`src/reprojection_error_gate_macros.svh`:
```
// Assertion macros shared by the reprojection error gate RTL.
`ifndef REPROJECTION_ERROR_GATE_MACROS_SVH
`define REPROJECTION_ERROR_GATE_MACROS_SVH

// Check that a condition implies an expression in the same cycle.
`define RPE_ASSERT_IMP(label, cond, expr, msg) \
    label: assert property (@(posedge clk) disable iff (!rst_n) (cond) |-> (expr)) \
        else $error(msg);

// Check that a condition implies an expression in the next cycle.
`define RPE_ASSERT_NEXT(label, cond, expr, msg) \
    label: assert property (@(posedge clk) disable iff (!rst_n) (cond) |=> (expr)) \
        else $error(msg);

`endif

```
`src/rpe_pkg.sv`:
```
// Types, constants and codes of the reprojection error gate.
`default_nettype none

package rpe_pkg;

    // Quotient format: integer bits, fraction bits, signed width with clamp value
    localparam int INT_BITS  = 5;
    localparam int FRAC_BITS = 28;
    localparam int QBITS     = INT_BITS + FRAC_BITS;
    localparam int QW        = QBITS + 2;

    // Datapath widths
    localparam int COORD_W = 32;
    localparam int ENTRY_W = 16;
    localparam int PROD_W  = COORD_W + ENTRY_W;
    localparam int TRANS_W = ENTRY_W + 24;
    localparam int PW      = PROD_W + 2;
    localparam int ERR_W   = 32;

    // Pipeline latencies and sideband taps
    localparam int XF_LAT   = 2;
    localparam int DIV_LAT  = QBITS + 3;
    localparam int SQ_LAT   = 3;
    localparam int SB_DEPTH = XF_LAT + DIV_LAT + SQ_LAT;
    localparam int IDX_DIV  = XF_LAT - 1;
    localparam int IDX_SQ   = XF_LAT - 1 + DIV_LAT;
    localparam int IDX_LAST = SB_DEPTH - 1;

    // Register indexes
    localparam logic [1:0] CFG_POSE_A = 2'd0;
    localparam logic [1:0] CFG_POSE_B = 2'd1;
    localparam logic [1:0] CFG_POSE_C = 2'd2;
    localparam logic [1:0] CFG_LIMIT  = 2'd3;

    // Register reset values
    localparam logic [63:0]      POSE_A_RST = 64'd4096;
    localparam logic [63:0]      POSE_B_RST = 64'd4096 << 16;
    localparam logic [63:0]      POSE_C_RST = 64'd4096 << 32;
    localparam logic [ERR_W-1:0] LIMIT_RST  = 32'd16777216;

    typedef enum logic [1:0] {
        VERDICT_KEEP     = 2'd0,
        VERDICT_SKIP     = 2'd1,
        VERDICT_REF_FAIL = 2'd2,
        VERDICT_CUR_FAIL = 2'd3
    } verdict_t;

    typedef logic [2:0][63:0] pose_t;

    typedef struct packed {
        logic signed [31:0] point_x;
        logic signed [31:0] point_y;
        logic signed [31:0] point_z;
        logic signed [31:0] ref_u;
        logic signed [31:0] ref_v;
        logic signed [31:0] cur_u;
        logic signed [31:0] cur_v;
        logic               in_inlier;
    } point_t;

    typedef struct packed {
        logic        keep;
        verdict_t    verdict;
        logic [31:0] ref_error;
        logic [31:0] cur_error;
    } result_t;

endpackage

`default_nettype wire

```
`src/rpe_sqerr.sv`:
```
// Squared error of two Q4.28 differences in saturating Q8.24, three stages.
`default_nettype none

module rpe_sqerr (
    input  wire logic                              clk,
    input  wire logic                              en,
    input  wire logic signed [31:0]                feat_u,
    input  wire logic signed [31:0]                feat_v,
    input  wire logic signed [rpe_pkg::QW-1:0]     quo_u,
    input  wire logic signed [rpe_pkg::QW-1:0]     quo_v,
    input  wire logic                              zero_in,
    output logic [rpe_pkg::ERR_W-1:0]              err,
    output logic                                   sat,
    output logic                                   zero_out
);

    localparam int DW = rpe_pkg::QW + 1;

    logic signed [DW-1:0] diff   [2];
    logic        [DW-1:0] mag    [2];
    logic        [31:0]   mag_reg [2];
    logic                 big_reg [2];
    logic        [63:0]   sq_reg  [2];
    logic                 big2_reg [2];
    logic        [32:0]   sum;
    logic                 sat_next;
    logic        [31:0]   err_reg;
    logic                 sat_reg;
    logic        [2:0]    zero_reg;

    // Form the differences and their magnitudes
    always_comb
    begin
        diff[0] = DW'(feat_u) - DW'(quo_u);
        diff[1] = DW'(feat_v) - DW'(quo_v);
        for (int k = 0; k < 2; k++)
        begin
            mag[k] = diff[k][DW-1] ? (~diff[k] + DW'(1)) : diff[k];
        end
    end

    always_ff @(posedge clk)
    begin
        if (en)
        begin
            for (int k = 0; k < 2; k++)
            begin
                mag_reg[k] <= mag[k][31:0];
                big_reg[k] <= |mag[k][DW-1:32];
            end
        end
    end

    // Square each magnitude
    always_ff @(posedge clk)
    begin
        if (en)
        begin
            for (int k = 0; k < 2; k++)
            begin
                sq_reg[k]   <= 64'(mag_reg[k]) * 64'(mag_reg[k]);
                big2_reg[k] <= big_reg[k];
            end
        end
    end

    // Add the Q8.24 terms and saturate
    assign sum      = 33'(sq_reg[0][63:32]) + 33'(sq_reg[1][63:32]);
    assign sat_next = big2_reg[0] | big2_reg[1] | sum[32];

    always_ff @(posedge clk)
    begin
        if (en)
        begin
            err_reg  <= sat_next ? '1 : sum[31:0];
            sat_reg  <= sat_next;
            zero_reg <= {zero_reg[1:0], zero_in};
        end
    end

    assign err      = err_reg;
    assign sat      = sat_reg;
    assign zero_out = zero_reg[2];

endmodule

`default_nettype wire

```
`config.mk`:
```
export PLATFORM = sky130hd
export DESIGN_NAME = rpe_sqerr
export DESIGN_NICKNAME = d
export VERILOG_FILES = /design/src/reprojection_error_gate_macros.svh /design/src/rpe_pkg.sv /design/src/rpe_sqerr.sv
export SDC_FILE = /design/constraint.sdc
export NUM_CORES = 2
export LEC_CHECK = 0
export BUFFER_PORTS_ARGS = -buffer_cell sky130_fd_sc_hd__buf_2
export CAP_MARGIN = 20
export CELL_PAD_IN_SITES_DETAIL_PLACEMENT = 1
export CELL_PAD_IN_SITES_GLOBAL_PLACEMENT = 2
export CORE_MARGIN = 10
export CORE_UTILIZATION = 34
export CTS_CLUSTER_DIAMETER = 50
export CTS_CLUSTER_SIZE = 8
export DETAILED_ROUTE_END_ITERATION = 6
export PLACE_DENSITY = 0.66
export SLEW_MARGIN = 20
export SYNTH_ARGS = -nofsm -noshare
export SYNTH_HDL_FRONTEND = slang
export SYNTH_SLANG_ARGS = --single-unit
```
`constraint.sdc`:
```
create_clock -name clk -period 11.9 [get_ports clk]
set_input_delay 1.785 -clock clk [delete_from_list [all_inputs] [get_ports clk]]
set_output_delay 1.785 -clock clk [all_outputs]
set_load 0.02 [all_outputs]
```
==> run_results.csv <==
group,metric,value,unit
grt,track_usage,18.6,%
min_path,hold_class,"flip-flop to flip-flop",
synthesis,seq_area_frac_synth,7.21,%
setup_path,crit_family,"adder cells",
sta,fin_crit_sh,87.0,%
grt,grt_pass1_vias,57578,
layout,fin_nets,9873,
clocking,cts_buffer_depth,2,
floorplanning,fp.dieH,474,µm
layout,drive_above_1_share,4.93,%
synthesis,synth_edf_count,168,
setup_path,start_kind,"flip-flop",
setup_path,cpMaxStageDelayCell,"edfxtp_1",
floorplanning,die_w,474,µm
routing,drt_iter0_drc,1796,
clocking,h-tree-depth,4,
sta,maxSlewViolCount,0,
layout,syn2layout_area_growth,6.47,%
clocking,clk_pin_slew,0.09,ns
clocking,cts_buffers,17,
synthesis,synth.avg_cell_area,9.42,µm²
floorplanning,initial_core_util,34.2,%
clocking,cts_root_buffer,"clkbuf_16",
placed_design,dp_slack,1.56,ns
layout,seq_area,5040,µm²
placed_design,io_buffers,170,
sta,rsz0062_at_grt,"false",
routing,postRouteAntennaNets,0,
grt,grt_first_pass_wirelength,328000,µm
layout,utilization,36.4,%
outcome,outcome,"finished clean",
routing,drc,0,
setup_path,critPathMostFrequentCell,"fa_1",
setup_path,endpoint_kind,"flip-flop",
synthesis,synth-main-ff-cell,"edfxtp_1",
setup_path,worstPathArrival,10.64,ns
run,maxCapViolCount,0,
synthesis,synth_area,70000,µm²
sta,fin_crit,10.35,ns
floorplanning,die_area,224000,µm²
setup_path,required,12.18,ns
sta,max_freq,0.0966,GHz
grt,grt_max_degree,64,
sta,hold_viol_final,0,
layout,n_fill_cell,23559,
sta,setup-tns-final,0,ns
sta,tightest_slew,1.04,ns
routing,via_per_inst,4.81,
sta,layout_setup_ws,1.55,ns
clocking,cts_tree,"built",
placed_design,dpl.hpwl,174000,µm
synthesis,synth_warnings,0,
clocking,insertion_delay,0.55,ns
clocking,postCtsHoldBufs,0,
synthesis,synth_seq_cells,168,
setup_path,max_stage_delay,0.95,ns
floorplanning,rows,166,
grt,grt-ovfl-total,0,
floorplanning,ioPinCount,171,
synthesis,synthesis.nets,9847,
synthesis,syn-instance-count,7425,
routing,wl_per_cell,20.0,µm
routing,firstDrtPassIters,5,
clocking,cts_setup_buffers,0,
routing,wirelength,203000,µm
setup_path,critPathBufInv,7,
synthesis,async_reset_ff_share,0,%
layout,multi_input_area,56100,µm²
setup_path,critPathKind,"flip-flop to flip-flop",
sta,slew_headroom,30.4,%
clocking,cts_resized,0,
placed_design,place.gp.congestion,0.830,
sta,finalSetupViolations,0,
grt,antenna_found_initial,1,
floorplanning,core,205000,µm²
setup_path,crit_fanout,19,
synthesis,yosysUniqueCellTypes,92,
clocking,clock-sinks,168,
sta,holdWs,0.427,ns
sta,fin_skew,0.0275,ns
routing,vias,48845,
[layer usage]
metal | vias to the layer above | track usage (%) | part of all wire [%]
met5 | - | 0 | 0
li1 | 22388 | - | -
met4 | 0 | 3.94 | 2.0
met1 | 25836 | 24.6 | 44
met3 | 134 | 1.07 | 1.8
met2 | 487 | 33.7 | 52
[cells by family (layout without fill, tap and decap cells)]
family                   Yosys count  in the layout  synth area share (%)
AND/OR/NAND/NOR                 1564           1564                  11.2
buffers and inverters           2348           2387                  12.6
multiplexers                      13             13                 0.190
other                              0              4                     0
AO/OA/AOI/OAI                    758            758                  7.32
adder cells (fa/ha/maj)         2285           2285                  57.9
XOR/XNOR                         289            289                  3.62
flip-flops                       168            168                  7.21
[per-stage QoR]
stage	instance area, µm²	instances
floorplan	70000	7425
global placement	73900	10120
detailed placement	73900	10120
CTS	74500	10152
global route	74500	10152
finish	74500	10156
[worst paths after layout]
path                            cells after the start  slack (ns)             to          start
worst max-delay path                               29        1.55  sq_reg[0][55]  mag_reg[0][4]
worst min-delay path                                0        0.43    zero_reg[2]    zero_reg[1]
worst max register to register                     29        1.55  sq_reg[0][55]  mag_reg[0][4]
worst min register to register                      0        0.43    zero_reg[2]    zero_reg[1]
[cell usage after synthesis, types with 21 or more instances]
library cell / instances / area (µm²)
clkbuf_1: 241 / 905
o21ai_0: 103 / 515
o21bai_1: 38 / 285
edfxtp_1: 168 / 5040
nand2_1: 631 / 2370
nand2b_1: 24 / 150
xor2_1: 123 / 1080
and2_1: 479 / 3000
fa_1: 1585 / 31700
ha_1: 700 / 8760
a21oi_1: 218 / 1090
xnor2_1: 166 / 1450
a21o_1: 128 / 961
nand3_1: 60 / 300
nand4_1: 33 / 206
inv_1: 2095 / 7860
nor2b_1: 30 / 188
a31o_2: 28 / 245
nor2_1: 155 / 582
nor3_1: 37 / 185
o21a_1: 21 / 158
o211ai_1: 21 / 158
a31oi_1: 35 / 219
and3_1: 27 / 169
[area by class of cell]
type / instances / area share [%]
Multi-Input combinational cell: 4909 / 75.3
Inverter: 2097 / 10.6
Sequential cell: 168 / 6.77
Tap cell: 2688 / 4.52
Timing Repair Buffer: 258 / 2.06
Clock buffer: 18 / 0.576
Clock inverter: 14 / 0.178
Antenna cell: 4 / 0.0134
[cell usage in the layout, fill, tap and decap left out, types with 13 or more instances in the layout]
cell type	netlist	layout
and3_1	27	27
edfxtp_1	168	168
and2_1	479	479
nand4_1	33	33
a211oi_1	19	19
o31ai_1	14	14
ha_1	700	700
xnor2_1	166	166
o21a_1	21	21
xor2_1	123	123
nor4_1	15	15
inv_1	2095	2095
a31o_2	28	28
or3_1	14	14
buf_2	2	169
o21bai_1	38	38
fa_1	1585	1585
nor2b_1	30	30
nand2b_1	24	24
o211ai_1	21	21
o2111ai_1	13	13
a21o_1	128	128
nor2_1	155	155
or2_2	19	19
a21oi_1	218	218
a31oi_1	35	35
nand2_1	631	631
clkbuf_16	0	17
o21ai_0	103	103
a41oi_1	15	15
nand3_1	60	60
nor3_1	37	37
buf_4	0	87
Power is left out: the tool's default activity adds up to more than one toggle a clock period on the data nets, which glitch-free logic cannot reach.
